File: src/button_setup_mode_sequencer_assert.svh
// Assertion macros shared by the sequencer RTL.
`ifndef BUTTON_SETUP_MODE_SEQUENCER_ASSERT_SVH
`define BUTTON_SETUP_MODE_SEQUENCER_ASSERT_SVH

// Same-cycle implication, clocked on clk, off during reset.
`define BSMS_ASSERT_NOW(lbl, ante, cons) \
  lbl: assert property (@(posedge clk) disable iff (!rst_n) (ante) |-> (cons)) \
    else $error("sequencer assertion failed");

// Next-cycle implication, clocked on clk, off during reset.
`define BSMS_ASSERT_NEXT(lbl, ante, cons) \
  lbl: assert property (@(posedge clk) disable iff (!rst_n) (ante) |=> (cons)) \
    else $error("sequencer assertion failed");

`endif

File: src/bsms_pkg.sv
package bsms_pkg;

  localparam int CFG_IDX_W  = 2;
  localparam int CFG_DATA_W = 8;

  localparam logic [CFG_IDX_W-1:0] CFG_HOLD_TICKS = 2'd0;
  localparam logic [CFG_IDX_W-1:0] CFG_THRESHOLD  = 2'd1;
  localparam logic [CFG_IDX_W-1:0] CFG_MODE_COUNT = 2'd2;

  localparam logic [7:0] HOLD_TICKS_RST = 8'd150;
  localparam logic [6:0] THRESHOLD_RST  = 7'd50;
  localparam logic [3:0] MODE_COUNT_RST = 4'd3;

  typedef enum logic [1:0] {
    IND_OFF      = 2'd0,
    IND_THROTTLE = 2'd1,
    IND_ESC      = 2'd2
  } ind_t;

  typedef enum logic [6:0] {
    PH_IDLE         = 7'b0000001,
    PH_ENTER_WAIT   = 7'b0000010,
    PH_THR_WAIT_REL = 7'b0000100,
    PH_THROTTLE     = 7'b0001000,
    PH_ESC_WAIT_REL = 7'b0010000,
    PH_ESC          = 7'b0100000,
    PH_EXIT_WAIT    = 7'b1000000
  } phase_t;

  typedef struct packed {
    logic       tick;
    logic       button_pressed;
    logic [6:0] throttle_magnitude;
    logic       throttle_negative;
  } in_t;

  typedef struct packed {
    logic [1:0] setup_indication;
    logic       reverse_flag;
    logic [2:0] current_esc_mode;
    logic       save_request;
  } out_t;

  typedef struct packed {
    logic [7:0] hold_ticks;
    logic [6:0] thr_limit;
    logic [3:0] mode_count;
  } cfg_t;

endpackage

File: src/bsms_cfg.sv
module bsms_cfg import bsms_pkg::*; (
  input  logic                  clk,
  input  logic                  rst_n,
  input  logic                  we,
  input  logic [CFG_IDX_W-1:0]  index,
  input  logic [CFG_DATA_W-1:0] data,
  output cfg_t                  cfg
);

  cfg_t cfg_r;

  always_ff @(posedge clk) begin
    if (!rst_n) begin
      cfg_r.hold_ticks <= HOLD_TICKS_RST;
      cfg_r.thr_limit  <= THRESHOLD_RST;
      cfg_r.mode_count <= MODE_COUNT_RST;
    end else if (we) begin
      // unknown indexes are dropped
      unique case (index)
        CFG_HOLD_TICKS: cfg_r.hold_ticks <= data;
        CFG_THRESHOLD:  cfg_r.thr_limit  <= data[6:0];
        CFG_MODE_COUNT: cfg_r.mode_count <= data[3:0];
        default: ;
      endcase
    end
  end

  assign cfg = cfg_r;

endmodule

File: src/bsms_fsm.sv
module bsms_fsm import bsms_pkg::*; (
  input  logic clk,
  input  logic rst_n,
  input  logic advance,
  input  in_t  in_data,
  input  cfg_t cfg,
  output out_t result
);

  phase_t     phase_r, phase_nxt;
  logic [7:0] hold_count_r, hold_count_nxt;
  logic       reverse_r, reverse_nxt;
  logic [2:0] esc_mode_r, esc_mode_nxt;
  ind_t       ind_r, ind_nxt;
  logic       save;
  logic [3:0] mode_inc;
  logic [7:0] hold_dec;

  assign mode_inc = {1'b0, esc_mode_r} + 4'd1;
  assign hold_dec = hold_count_r - 8'd1;

  always_comb begin
    phase_nxt      = phase_r;
    hold_count_nxt = hold_count_r;
    reverse_nxt    = reverse_r;
    esc_mode_nxt   = esc_mode_r;
    ind_nxt        = ind_r;
    save           = 1'b0;
    if (in_data.tick) begin
      unique case (phase_r)
        PH_IDLE: begin
          if (in_data.button_pressed) begin
            phase_nxt      = PH_ENTER_WAIT;
            hold_count_nxt = cfg.hold_ticks;
          end
        end
        PH_ENTER_WAIT: begin
          if (!in_data.button_pressed) begin
            phase_nxt = PH_IDLE;
          end else begin
            hold_count_nxt = hold_dec;
            if (hold_dec == 8'd0) begin
              phase_nxt = PH_THR_WAIT_REL;
              ind_nxt   = IND_THROTTLE;
            end
          end
        end
        PH_THR_WAIT_REL: begin
          if (!in_data.button_pressed) phase_nxt = PH_THROTTLE;
        end
        PH_THROTTLE: begin
          // throttle decision overrides a press in the same tick
          if (in_data.throttle_magnitude > cfg.thr_limit) begin
            if (in_data.throttle_negative) begin
              reverse_nxt = ~reverse_r;
              save        = 1'b1;
            end
            ind_nxt   = IND_OFF;
            phase_nxt = PH_IDLE;
          end else if (in_data.button_pressed) begin
            phase_nxt = PH_ESC_WAIT_REL;
            ind_nxt   = IND_ESC;
          end
        end
        PH_ESC_WAIT_REL: begin
          if (!in_data.button_pressed) phase_nxt = PH_ESC;
        end
        PH_ESC: begin
          if (in_data.button_pressed) begin
            phase_nxt      = PH_EXIT_WAIT;
            hold_count_nxt = cfg.hold_ticks;
          end
        end
        PH_EXIT_WAIT: begin
          if (!in_data.button_pressed) begin
            // short press: step mode, wrap at mode_count or past 7
            if (mode_inc == cfg.mode_count || mode_inc[3]) esc_mode_nxt = 3'd0;
            else esc_mode_nxt = mode_inc[2:0];
            phase_nxt = PH_ESC;
          end else begin
            hold_count_nxt = hold_dec;
            if (hold_dec == 8'd0) begin
              ind_nxt   = IND_OFF;
              phase_nxt = PH_IDLE;
              save      = 1'b1;
            end
          end
        end
        default: phase_nxt = PH_IDLE;
      endcase
    end
  end

  always_ff @(posedge clk) begin
    if (!rst_n) begin
      phase_r      <= PH_IDLE;
      hold_count_r <= 8'd0;
      reverse_r    <= 1'b0;
      esc_mode_r   <= 3'd0;
      ind_r        <= IND_OFF;
    end else if (advance) begin
      phase_r      <= phase_nxt;
      hold_count_r <= hold_count_nxt;
      reverse_r    <= reverse_nxt;
      esc_mode_r   <= esc_mode_nxt;
      ind_r        <= ind_nxt;
    end
  end

  assign result.setup_indication = ind_nxt;
  assign result.reverse_flag     = reverse_nxt;
  assign result.current_esc_mode = esc_mode_nxt;
  assign result.save_request     = save;

endmodule

File: src/button_setup_mode_sequencer.sv
// Channel  | Ports                                | Moves
// ---------+--------------------------------------+-------------------------------
// input    | in_valid, in_ready, in_data (in_t)   | one sample per transaction
// result   | out_valid, out_ready, out_data       | one result per input sample
// config   | cfg_we, cfg_index, cfg_data          | register write, no handshake
//
// One transaction per clock sustained while out_ready stays high; a sample's
// result becomes valid once it has passed the input register and then the
// result register, and is held there until out_ready takes it.
// The phase/counter update loop in bsms_fsm closes through its state registers alone.
// Reset (rst_n low, synchronous) empties both stages, restores config
// defaults and puts the sequencer in idle with flags cleared.
// A stalled result stage holds the input stage; the input register still
// takes a sample whenever it is empty or moving on.
module button_setup_mode_sequencer import bsms_pkg::*; (
  input  logic                  clk,
  input  logic                  rst_n,
  input  logic                  in_valid,
  output logic                  in_ready,
  input  in_t                   in_data,
  output logic                  out_valid,
  input  logic                  out_ready,
  output out_t                  out_data,
  input  logic                  cfg_we,
  input  logic [CFG_IDX_W-1:0]  cfg_index,
  input  logic [CFG_DATA_W-1:0] cfg_data
);

  `include "button_setup_mode_sequencer_assert.svh"

  cfg_t cfg;
  out_t result;

  // input stage
  logic s1_valid_r, s1_valid_nxt;
  in_t  s1_data_r;
  // result stage
  logic out_valid_r, out_valid_nxt;
  out_t out_data_r;

  logic s1_adv;
  logic in_accept;

  // the input stage moves on when the result stage is empty or draining
  assign s1_adv    = s1_valid_r && (!out_valid_r || out_ready);
  assign in_ready  = !s1_valid_r || s1_adv;
  assign in_accept = in_valid && in_ready;

  bsms_cfg u_cfg (
    .clk   (clk),
    .rst_n (rst_n),
    .we    (cfg_we),
    .index (cfg_index),
    .data  (cfg_data),
    .cfg   (cfg)
  );

  // state advances exactly once per sample, as it enters the result stage
  bsms_fsm u_fsm (
    .clk     (clk),
    .rst_n   (rst_n),
    .advance (s1_adv),
    .in_data (s1_data_r),
    .cfg     (cfg),
    .result  (result)
  );

  always_comb begin
    s1_valid_nxt = s1_valid_r;
    if (in_accept) s1_valid_nxt = 1'b1;
    else if (s1_adv) s1_valid_nxt = 1'b0;

    out_valid_nxt = out_valid_r;
    if (s1_adv) out_valid_nxt = 1'b1;
    else if (out_ready) out_valid_nxt = 1'b0;
  end

  always_ff @(posedge clk) begin
    if (!rst_n) begin
      s1_valid_r  <= 1'b0;
      out_valid_r <= 1'b0;
    end else begin
      s1_valid_r  <= s1_valid_nxt;
      out_valid_r <= out_valid_nxt;
    end
  end

  // payload registers, no reset
  always_ff @(posedge clk) begin
    if (in_accept) s1_data_r <= in_data;
    if (s1_adv) out_data_r <= result;
  end

  assign out_valid = out_valid_r;
  assign out_data  = out_data_r;

  // a save only ever coincides with leaving setup
  `BSMS_ASSERT_NOW(a_save_setup_off, out_valid_r && out_data_r.save_request, out_data_r.setup_indication == IND_OFF)
  // a sample without tick never requests a save
  `BSMS_ASSERT_NEXT(a_no_tick_no_save, s1_adv && !s1_data_r.tick, !out_data_r.save_request)
  // a sample moving out of the input stage always lands in the result stage
  `BSMS_ASSERT_NEXT(a_adv_fills_out, s1_adv, out_valid_r)
  // an empty result stage never blocks the input
  `BSMS_ASSERT_NOW(a_ready_when_empty, !out_valid_r, in_ready)

endmodule
File: config.mk
export PLATFORM = sky130hd
export DESIGN_NAME = button_setup_mode_sequencer
export DESIGN_NICKNAME = d
export VERILOG_FILES = /design/src/bsms_pkg.sv /design/src/bsms_cfg.sv /design/src/bsms_fsm.sv /design/src/button_setup_mode_sequencer.sv
export VERILOG_INCLUDE_DIRS = /design/src /design/src/src
export SDC_FILE = /design/constraint.sdc
export NUM_CORES = 1
export LEC_CHECK = 0
export ABC_CLOCK_PERIOD_IN_PS = 3400
export BUFFER_PORTS_ARGS = -buffer_cell sky130_fd_sc_hd__buf_2
export CORE_ASPECT_RATIO = 1.75
export CORE_UTILIZATION = 40
export CTS_BUF_LIST = sky130_fd_sc_hd__clkbuf_16
export DETAILED_ROUTE_END_ITERATION = 12
export MAX_ROUTING_LAYER = met4
export PLACE_DENSITY = 0.67
export SYNTH_ARGS = -nofsm -noshare
export SYNTH_HDL_FRONTEND = slang
export SYNTH_HIERARCHICAL = 1
export SYNTH_SLANG_ARGS = --single-unit
File: constraint.sdc
create_clock -name clk -period 3.4 [get_ports clk]
set_input_delay 0.17 -clock clk [delete_from_list [all_inputs] [get_ports clk]]
set_output_delay 0.17 -clock clk [all_outputs]
set_load 0.1 [all_outputs]
-- Word level (Yosys, flattened, before mapping)
Cells that the tools add are included.
- flip-flop bits (word level): 59
- input bits: 25
- output and inout bits: 9
- word-level logic and storage cells: 99
- $add $sub $neg: 2
- order comparisons: 1
- eq/ne operators: 19
- muxes and demuxes: 39
- bitwise logic cells: 1
- reductions and logical operators: 19
- operator list (cell ; count):
    two-way mux 7 bit ; 10
    one-hot mux 7 bit (7 select lines) ; 1
    two-way mux 8 bit ; 2
    one-hot mux 8 bit (2 select lines) ; 1
    two-way mux 2 bit ; 7
    two-way mux 1 bit ; 12
    two-way mux 3 bit ; 4
    inequality test 3 x 2 -> 1 bit, second input constant ; 3
    AND reduction 9 bit ; 1
    logical NOT 8 bit ; 1
    inequality test 2 bit, second input constant ; 4
    subtractor 8 x 1 -> 8 bit, second input constant ; 1
    equality test 7 x 1 -> 1 bit, second input constant ; 1
    equality test 7 x 2 -> 1 bit, second input constant ; 1
    equality test 7 x 3 -> 1 bit, second input constant ; 1
    equality test 7 x 4 -> 1 bit, second input constant ; 1
    equality test 7 x 5 -> 1 bit, second input constant ; 1
    equality test 7 x 6 -> 1 bit, second input constant ; 1
    equality test 7 bit, second input constant ; 1
    greater-than comparator 7 bit ; 1
    one-hot mux 2 bit (3 select lines) ; 1
    AND reduction 2 bit ; 3
    nonzero test 2 bit ; 3
    AND reduction 5 bit ; 1
    12 further kinds ; 18

-- Depth between registers and ports, before layout
Gate-level depths: netlist of the first run.
- depth after elaboration: 7
- gate-level depth with buffers: 9
- gate-level depth less buffers: 8

-- Cells and area by module
The synthesis of the first run kept the hierarchy.
- modules (own cells, without submodules) (module ; instances ; cells an instance ; area an instance (um2) ; sequential area each (um2)):
    bsms_fsm ; 1 ; 229 ; 1821.7 ; 420.4
    bsms_cfg ; 1 ; 74 ; 779.5 ; 380.4
    button_setup_mode_sequencer ; 1 ; 26 ; 614.3 ; 550.5

-- Least setup slack after synthesis of the first run
No wires, ideal clock.
- path type: reg2reg
- from: register out_valid_r (netlist: out_valid)
- to: register u_fsm.phase_r[0]
- setup time: 0.128 ns
- arrival time: 2.707 ns
- required time: 3.272 ns
- path slack: 0.565 ns
- cell stages (with the launch flop): 8
- path buffers: 1
- clock period less this slack: 2.835 ns
- cells stage by stage: dfxtp_1 -> nor2b_4 -> nor2b_1 -> clkbuf_1 -> nand2_1 -> a2111oi_0 -> a21oi_4 -> mux2i_1
- cells in the longest elaborated chain, start to end: 4
- ends and longest elaborated chain (item ; line ; source):
    start, declared ; button_setup_mode_sequencer.sv:38 ; logic out_valid_r, out_valid_nxt;
    start signal, assigned ; button_setup_mode_sequencer.sv:84 ; out_valid_r <= out_valid_nxt;
    logical NOT 1 bit ; button_setup_mode_sequencer.sv:45 ; assign s1_adv = s1_valid_r && (!out_valid_r || out_ready);
    logical OR 1 bit ; button_setup_mode_sequencer.sv:45 ;
    logical AND 1 bit ; button_setup_mode_sequencer.sv:45 ;
    AND reduction 9 bit (no source line) ; n/a ;
    end signal, assigned ; bsms_fsm.sv:102 ; phase_r <= phase_nxt;
    end, declared ; bsms_fsm.sv:10 ; phase_t phase_r, phase_nxt;
No other way between the ends.
A chain may end at the register's enable or synchronous reset.

==> flow_metrics.tcl, run 1 <==
set metrics [dict create \
    run_status "completed" \
    synth_top_cells_by_area "dfxtp_1 (26%), edfxtp_1 (16%), mux2i_1 (7.8%), nand2_1 (4.3%), ha_1 (3.9%)" \
    setup_violations 0 \
    arrival_ps 2650 \
    hp-class "input port to register" \
    clock_sinks 59 \
    die_area_um2 8416 \
    postCtsSetupRepairBufs 0 \
    critical_path.startpoint_type "register" \
    power_density_nw_per_um2 484.3 \
    synth-seq-area-share_pct 42.02 \
    synth_top_area_cell "dfxtp_1" \
    n_antenna_cell 0 \
    power_leakage_nw 1.563 \
    root_buffer "clkbuf_16" \
    worst_pin_slew_ps 1041 \
    clock_latency_ps 330 \
    num_rows 42 \
    cts-buffers-inserted 9 \
    fin_ws_ps 835.2 \
    drt_iter0_drc 143 \
    hold_violations 0 \
    hold_buffers 0 \
    final_nets 387 \
    netlist_instances 329 \
    period_share_pct 75.43 \
    cts_tree "built" \
    syn_nets 364 \
    grt_pass1_vias 2573 \
    grt_pass1_wl_um 11810 \
    ios 34 \
    cp.required_ps 3490 \
    reg2reg_slack_ps 840 \
    drtAntennaViolNets 0 \
    globalplace.congestion 0.8768 \
    holdWs_ps 15.81 \
    syn-cell-area_um2 3216 \
    drive_above_1_share_pct 17.37 \
    io_buffers 33 \
    cap_violations 0 \
    areaGrowthSynthToFinish_pct 14.12 \
    synth-edff-count 17 \
    drt_wl_total_um 6956 \
    grt_max_degree 37 \
    fp.coreArea_um2 7672 \
    ctsResizeCount 0 \
    drc 0 \
    clockBufferDepth 2 \
    start_util_pct 41.91 \
    tns_ps 0 \
    fin_crit_ps 2565 \
    rsz0062_at_grt "false" \
    cp-end-kind "register" \
    htreeDepth 3 \
    avgSynthCellArea_um2 9.774 \
    synth_cell_types 69 \
    die_x_um 69.78 \
    grt_usage_pct 18.63 \
    irDropWorstVdd_mv 0.3600 \
    ys_warn_count 6 \
    dp_cells 429 \
    dominantRegCellSynth "dfxtp_1" \
    skew_ps 7.788 \
    fmax_mhz 389.9 \
    num_vias 2481 \
    clkTransAtPathRegs_ps 50 \
    async_reset_ff_share_pct 0 \
    dp_hpwl_um 5044 \
    dp_slack_ps 858.1 \
    slew_headroom_pct 30.57 \
    wl_per_cell_um 15.63 \
    dr.pass1.iters 4 \
    criticalPathCategory "register to register" \
    die_h_um 120.6 \
    synth_top_area_share_pct 26.15 \
    ys_seq_elements 59 \
    routed_via_density 5.575 \
    slew_violations 0 \
    grt_overflow 0 \
    antenna_found_initial 0 \
    worstPathMaxFanout 7 \
    final_cells 445 \
]
==> path summary, 6_finish.rpt <==
| kind | cells after the start | end | startpoint |
|---|---|---|---|
| max | 8 | out_data[5] | u_fsm/hold_count_r[0] |
| min | 1 | s1_data_r[3] | in_data[3] |
| max reg2reg | 8 | out_data[5] | u_fsm/hold_count_r[0] |
| min reg2reg | 2 | u_cfg/cfg[7] | u_cfg/cfg[7] |
==> final cells by class <==
cell class	count	area [um2]
clock buffers	9	225.2
clock inverters	7	53.80
fillers	724	4003
inverters	17	63.81
multi-input cells	230	1685
flip-flops and latches	59	1351
well taps	88	110.1
repair buffers	35	180.2
==> through the flow <==
step                cell area (um2)  utilization (%)  power (mW)
global route                   3670            47.83       1.843
global placement               3391            44.19      0.9437
finish                         3670            47.83       1.777
detailed placement             3391            44.19      0.9471
floorplan                      3216                -      0.9017
CTS                            3670            47.83       1.799
==> flip-flops by register name, indices dropped and copies added (netlist names) <==
signal              cells
out_data                7
out_valid               1
s1_data_r              10
s1_valid_r              1
u_cfg/cfg              19
u_fsm/esc_mode_r        3
u_fsm/hold_count_r      8
u_fsm/ind_r             2
u_fsm/phase_r           7
u_fsm/reverse_r         1
==> synth_stat cells, types with 4 or more instances <==
library cell / number
nor3b_1: 4
dfxtp_1: 42
xor2_1: 5
a22oi_1: 5
xnor2_1: 5
edfxtp_1: 17
nor2_1: 11
clkbuf_1: 14
mux2i_1: 25
inv_1: 17
o21ai_0: 9
nand3_1: 11
nor2b_1: 20
a21oi_1: 7
ha_1: 10
nand2_1: 37
buf_2: 5
==> kinds of logic (layout without fill, tap and decap cells) <==
logic type / Yosys count / in the layout / synth area share (%)
simple gates: 123 / 123 / 23.31
buf+inv: 40 / 68 / 5.564
mux: 25 / 25 / 7.782
xor+xnor: 11 / 11 / 3.463
compound gates: 61 / 61 / 13.97
flops: 59 / 59 / 42.02
fa+ha+maj: 10 / 10 / 3.891
==> routing by layer <==
metal | up-vias | GRT usage (%) | part of all wire [%]
li1 | 1241 | - | -
met1 | 1169 | 17.67 | 39
met2 | 53 | 33.41 | 54
met3 | 18 | 5.000 | 3.3
met4 | 0 | 10.63 | 3.6
met5 | - | - | 0
==> placed cells by master, fill, tap and decap left out, drive strengths merged, types with 3 or more instances in the layout <==
master | Yosys | layout
a211o | 3 | 3
clkinv | 0 | 3
nor2b | 21 | 21
o211ai | 3 | 3
buf | 9 | 35
nand4 | 3 | 3
mux2i | 25 | 25
o21ai | 11 | 11
o22ai | 3 | 3
a31oi | 3 | 3
nand3 | 11 | 11
ha | 10 | 10
inv | 17 | 20
nor3 | 4 | 4
nor3b | 5 | 5
o31ai | 3 | 3
nand2 | 37 | 37
nor2 | 11 | 11
or4 | 3 | 3
edfxtp | 17 | 17
nor4b | 4 | 4
nand3b | 3 | 3
xnor2 | 5 | 5
a21oi | 8 | 8
xor2 | 5 | 5
a22oi | 5 | 5
dfxtp | 42 | 42
clkbuf | 14 | 9
and3 | 3 | 3
==> power breakdown <==
group | switching, mW | leakage (nW) | internal [mW]
Combinational | 0.102 | 0.909 | 0.0607
Clock | 0.294 | 0.148 | 0.550
Sequential | 0.0200 | 0.506 | 0.750
Total | 0.416 | 1.56 | 1.36
==> critical path, stage by stage (launching register included) <==
cell and delay (ps):
dfxtp_1 350, inv_1 100, ha_1 220, or4b_1 510
xnor2_1 160, o31a_2 340, nor4b_4 240, o221ai_1 180
a32o_1 230
(Power assumes the default switching activity.)
==> inputs of run 2 (changes only) <==
--- a/config.mk
+++ b/config.mk
@@ -6,14 +6,14 @@
 export SDC_FILE = /design/constraint.sdc
 export NUM_CORES = 1
 export LEC_CHECK = 0
-export ABC_CLOCK_PERIOD_IN_PS = 3400
+export ABC_CLOCK_PERIOD_IN_PS = 2050
 export BUFFER_PORTS_ARGS = -buffer_cell sky130_fd_sc_hd__buf_2
 export CORE_ASPECT_RATIO = 1.75
 export CORE_UTILIZATION = 40
 export CTS_BUF_LIST = sky130_fd_sc_hd__clkbuf_16
 export DETAILED_ROUTE_END_ITERATION = 12
 export MAX_ROUTING_LAYER = met4
-export PLACE_DENSITY = 0.67
+export PLACE_DENSITY = 0.69
 export SYNTH_ARGS = -nofsm -noshare
 export SYNTH_HDL_FRONTEND = slang
 export SYNTH_HIERARCHICAL = 1
==> constraint.sdc (replaced) <==
create_clock -name clk -period 2.05 [get_ports clk]
set_input_delay 0.1025 -clock clk [delete_from_list [all_inputs] [get_ports clk]]
set_output_delay 0.1025 -clock clk [all_outputs]
set_load 0.1 [all_outputs]
==> flow_metrics.tcl, run 2 (synthesis gave the netlist of run 1 again) <==
set metrics [dict create \
    criticalPathCategory "register to register" \
    crit_buf_inv 1 \
    cts_tree "built" \
    routed_via_density 5.552 \
    critical_path.startpoint_type "register" \
    clockBufferDepth 2 \
    worstPathMaxFanout 2 \
    clock_latency_ps 330 \
    areaGrowthSynthToFinish_pct 30.39 \
    hp-class "input port to register" \
    violations "setup timing" \
    fp.coreArea_um2 7672 \
    arrival_ps 2360 \
    period_share_pct 110.8 \
    grt_pass1_wl_um 12800 \
    die_h_um 120.6 \
    drt_wl_total_um 8050 \
    io_buffers 33 \
    total_power_mw 2.924 \
    cp.required_ps 2140 \
    grt_pass1_vias 2795 \
    critPathSlowestCell "or4b_4" \
    fin_ws_ps -220.7 \
    slew_violations 0 \
    run_status "finished, violations left" \
    globalplace.congestion 0.8738 \
    skew_ps 9.266 \
    worst_pin_slew_ps 510.5 \
    dp_hpwl_um 5446 \
    n_antenna_cell 0 \
    grt_max_degree 52 \
    grt_usage_pct 20.58 \
    drt_iter0_drc 113 \
    clock_sinks 59 \
    setup_violations 12 \
    num_vias 2715 \
    die_area_um2 8416 \
    drtAntennaViolNets 0 \
    power_density_nw_per_um2 697.3 \
    antenna_found_initial 0 \
    drive_above_1_share_pct 31.17 \
    ios 34 \
    holdWs_ps 33.60 \
    largest_reg_flops 19 \
    rsz0062_at_grt "true" \
    irDropWorstVdd_mv 0.7118 \
    path_cells "inv_2 > ha_4 > or4b_4 > xnor2_1 > o31a_2 > nor4b_4 > o221ai_2 > a32o_1" \
    die_x_um 69.78 \
    htreeDepth 3 \
    hold_violations 0 \
    dr.pass1.iters 4 \
    fmax_mhz 440.4 \
    drc 0 \
    num_rows 42 \
    final_common_cell "nand2_1" \
    cp_top_family "simple AND/OR/NAND/NOR gates" \
    final_cell_mix "nand2_1 (37), dfxtp_1 (36), buf_4 (34)" \
    max_stage_delay_ps 460 \
    fin_crit_ps 2271 \
    power_leakage_nw 1.791 \
    root_buffer "clkbuf_16" \
    wl_per_cell_um 16.46 \
    cap_violations 0 \
    clkTransAtPathRegs_ps 50 \
    slew_headroom_pct 65.90 \
    final_nets 431 \
    start_util_pct 41.91 \
    cts-buffers-inserted 9 \
    grt_overflow 0 \
    cp-end-kind "register" \
]
==> run 2: worst min-delay path: cells and delay by family <==
family          cells  cell delay, ps
compound gates      1              60
buf+inv             2             150
==> run 2: repair_timing <==
action,CTS,global route
endpoints found under the hold margin,10,0
endpoints found under the setup margin,14,22
hold buffers,10,0
gates resized for setup,14,14
cloned,0,0
buffers inserted,0,3
pin swaps,6,5
==> run 2: cell type report <==
cell class / instances / area [um2]
Tap cell: 88 / 110.1
Clock inverter: 7 / 28.78
Multi-Input combinational cell: 230 / 1852
Fill cell: 685 / 3480
Sequential cell: 59 / 1361
Timing Repair Buffer: 79 / 551.8
Clock buffer: 9 / 225.2
Inverter: 17 / 63.81
==> run 2: final timing paths <==
kind	start	cells past startpoint	slack [ps]	to
worst max-delay path	u_fsm/hold_count_r[1]	8	-220	out_data[5]
worst min-delay path	in_valid	3	30	s1_valid_r
worst max register to register	u_fsm/hold_count_r[1]	8	-220	out_data[5]
worst min register to register	u_cfg/cfg[7]	2	460	u_cfg/cfg[7]
==> run 2: power breakdown <==
part           total [mW]  switching (mW)  internal, mW  leakage [nW]
registers            1.27          0.0312          1.24         0.509
logic               0.364           0.205         0.159          1.15
clock network        1.28           0.497         0.788         0.134
==> run 2: per-stage QoR <==
stage	setup TNS (ps)	setup WS, ps	area, um2	util (%)	cells
floorplan	-472.8	-238.1	3253	-	329
global placement	-1732	-225.1	3680	47.96	461
detailed placement	-2294	-263.6	3680	47.96	461
CTS	-1279	-233.4	4105	53.51	486
global route	-2128	-289.9	4193	54.65	489
finish	-1120	-220.7	4193	54.65	489
==> run 2: layer usage <==
layer  up-vias  GRT usage (%)  share of wire [%]
met5         -              -                  0
met4         0          14.75                5.4
met3        32          5.250                3.2
met2        66          36.90                 55
met1      1289          18.43                 36
li1       1328              -                  -
==> inputs of run 3 (changes only) <==
==> constraint.sdc (replaced) <==
create_clock -name clk -period 2.05 [get_ports clk]
set_input_delay 0.205 -clock clk [delete_from_list [all_inputs] [get_ports clk]]
set_output_delay 0.205 -clock clk [all_outputs]
set_load 0.1 [all_outputs]
==> flow_metrics.tcl, run 3 (synthesis gave the netlist of run 1 again) <==
set metrics [dict create \
    grt_usage_pct 19.36 \
    cap_violations 0 \
    path_depth 8 \
    internal_power_mw 2.312 \
    ff2ff_path_depth 8 \
    max_stage_delay_ps 460 \
    netSwitchingFraction_pct 24.03 \
    r2r_end "out_data[5]" \
    areaGrowthSynthToFinish_pct 28.83 \
    htreeDepth 3 \
    ios 34 \
    antenna_found_initial 0 \
    start_util_pct 41.91 \
    largest_reg_flops 19 \
    num_rows 42 \
    fp.coreArea_um2 7672 \
    startpoint "u_fsm/hold_count_r[1]" \
    io_buffers 33 \
    cts-buffers-inserted 9 \
    drive_above_1_share_pct 32.91 \
    setup_violations 12 \
    violations "setup timing" \
    clockBufferDepth 2 \
    clkPwrFrac_pct 46.7 \
    die_x_um 69.78 \
    skew_ps 7.070 \
    wl_per_cell_um 15.89 \
    dp_hpwl_um 5609 \
    clock_latency_ps 330 \
    arrival_ps 2390 \
    crit-reg2reg-launch "u_fsm/hold_count_r[1]" \
    fmax_mhz 432.1 \
    period_share_pct 112.9 \
    grt_overflow 0 \
    slew_violations 0 \
    endpoint "out_data[5]" \
    hold_violations 0 \
    grt_pass1_wl_um 12150 \
    hp-class "input port to register" \
    holdWs_ps 52.01 \
    irDropWorstVdd_mv 0.6621 \
    crit_buf_inv 1 \
    drt_wl_total_um 7673 \
    critical_path.startpoint_type "register" \
    switchingPower_mw 0.7312 \
    criticalPathCategory "register to register" \
    run_status "finished, violations left" \
    postPlaceCellArea_um2 3680 \
    root_buffer "clkbuf_16" \
    cp-end-kind "register" \
    cp_top_family "simple AND/OR/NAND/NOR gates" \
    routed_via_density 5.499 \
    fin_crit_ps 2314 \
    power_leakage_nw 1.767 \
    final_common_cell "buf_4" \
    num_vias 2656 \
    slew_headroom_pct 67.72 \
    final_nets 425 \
    reg2reg_slack_ps -260 \
    fin_area_um2 4143 \
    die_area_um2 8416 \
    comb_power_share_pct 11.4 \
    fin_ws_ps -264.1 \
    rsz0062_at_grt "true" \
    worst_pin_slew_ps 487.6 \
    seqPwrFrac_pct 41.9 \
    drtAntennaViolNets 0 \
    drt_iter0_drc 111 \
    total_power_mw 3.043 \
    drc 0 \
    clock_sinks 59 \
    globalplace.congestion 0.8942 \
    worstPathMaxFanout 2 \
    die_h_um 120.6 \
    n_antenna_cell 0 \
    grt_pass1_vias 2669 \
    cp.required_ps 2130 \
    fillers 668 \
    grt_max_degree 45 \
    hold_buffers 0 \
    dr.pass1.iters 4 \
    cts_tree "built" \
    path_cells "inv_2 > ha_4 > or4b_4 > xnor2_1 > o31a_2 > nor4b_4 > o221ai_1 > a32o_1" \
    clkTransAtPathRegs_ps 50 \
    critPathSlowestCell "or4b_4" \
    final_cell_mix "buf_4 (38), dfxtp_1 (37), nand2_1 (37)" \
    power_density_nw_per_um2 734.5 \
]
[run 3: repair_timing]
action | 4_1_cts | 5_1_grt
cloned | 0 | 0
setup endpoints to repair | 14 | 21
pin swaps | 4 | 8
resized for setup | 10 | 15
setup buffers | 1 | 7
[run 3: worst min path at each step]
stage                          start      endpoint  slack (ps)  cells after the start
final                     in_data[7]  s1_data_r[7]          50                      1
after CTS                 in_data[3]  s1_data_r[3]          40                      1
after detailed placement  in_data[3]  s1_data_r[3]         380                      1
after global placement    in_data[2]  s1_data_r[2]         380                      1
after global routing      in_data[3]  s1_data_r[3]          40                      1
after floorplan           in_data[0]  s1_data_r[0]         300                      0
[run 3: metrics by stage]
stage	setup TNS, ps	setup slack, ps	std cells	utilization, %
final	-1373	-264.1	483	54.00
after global routing	-2341	-341.3	483	54.00
after CTS	-1141	-234.5	478	52.46
after detailed placement	-2072	-250.5	461	47.96
after global placement	-1705	-223.9	461	47.96
after floorplan	-472.8	-238.1	329	-
[run 3: power groups by stage]
| stage | registers, mW | clock network, mW | logic (mW) |
|---|---|---|---|
| after detailed placement | 1.30 | 0 | 0.318 |
| after global placement | 1.29 | 0 | 0.309 |
| after global routing | 1.28 | 1.49 | 0.372 |
| after CTS | 1.27 | 1.45 | 0.326 |
| after floorplan | 1.33 | 0 | 0.173 |
| final | 1.27 | 1.42 | 0.346 |
[run 3: cell type report]
class / instances / area (um2) / area share, %
clock buffers: 9 / 225.2 / 5.436
clock inverters: 7 / 60.06 / 1.450
inverters: 17 / 63.81 / 1.540
multi-input cells: 230 / 1842 / 44.46
flip-flops and latches: 59 / 1360 / 32.83
well taps: 88 / 110.1 / 2.658
repair buffers: 73 / 481.7 / 11.63
[run 3: worst reg2reg max path, cell delays in order, from the launching register on]
cell and delay [ps]:
dfxtp_2 320, inv_2 70, ha_4 130, or4b_4 460, xnor2_1 140, o31a_2 320
nor4b_4 260, o221ai_1 140, a32o_1 230
[run 3: layer usage]
| metal | routed length (um) | part of all wire, % | vias to the layer above | track usage (%) |
|---|---|---|---|---|
| met3 | 216 | 2.8 | 17 | 4.417 |
| met2 | 4310 | 56 | 50 | 36.30 |
| met4 | 242 | 3.2 | 0 | 9.875 |
| met1 | 2903 | 38 | 1275 | 17.95 |
| met5 | 0 | 0 | - | - |
| li1 | - | - | 1314 | - |
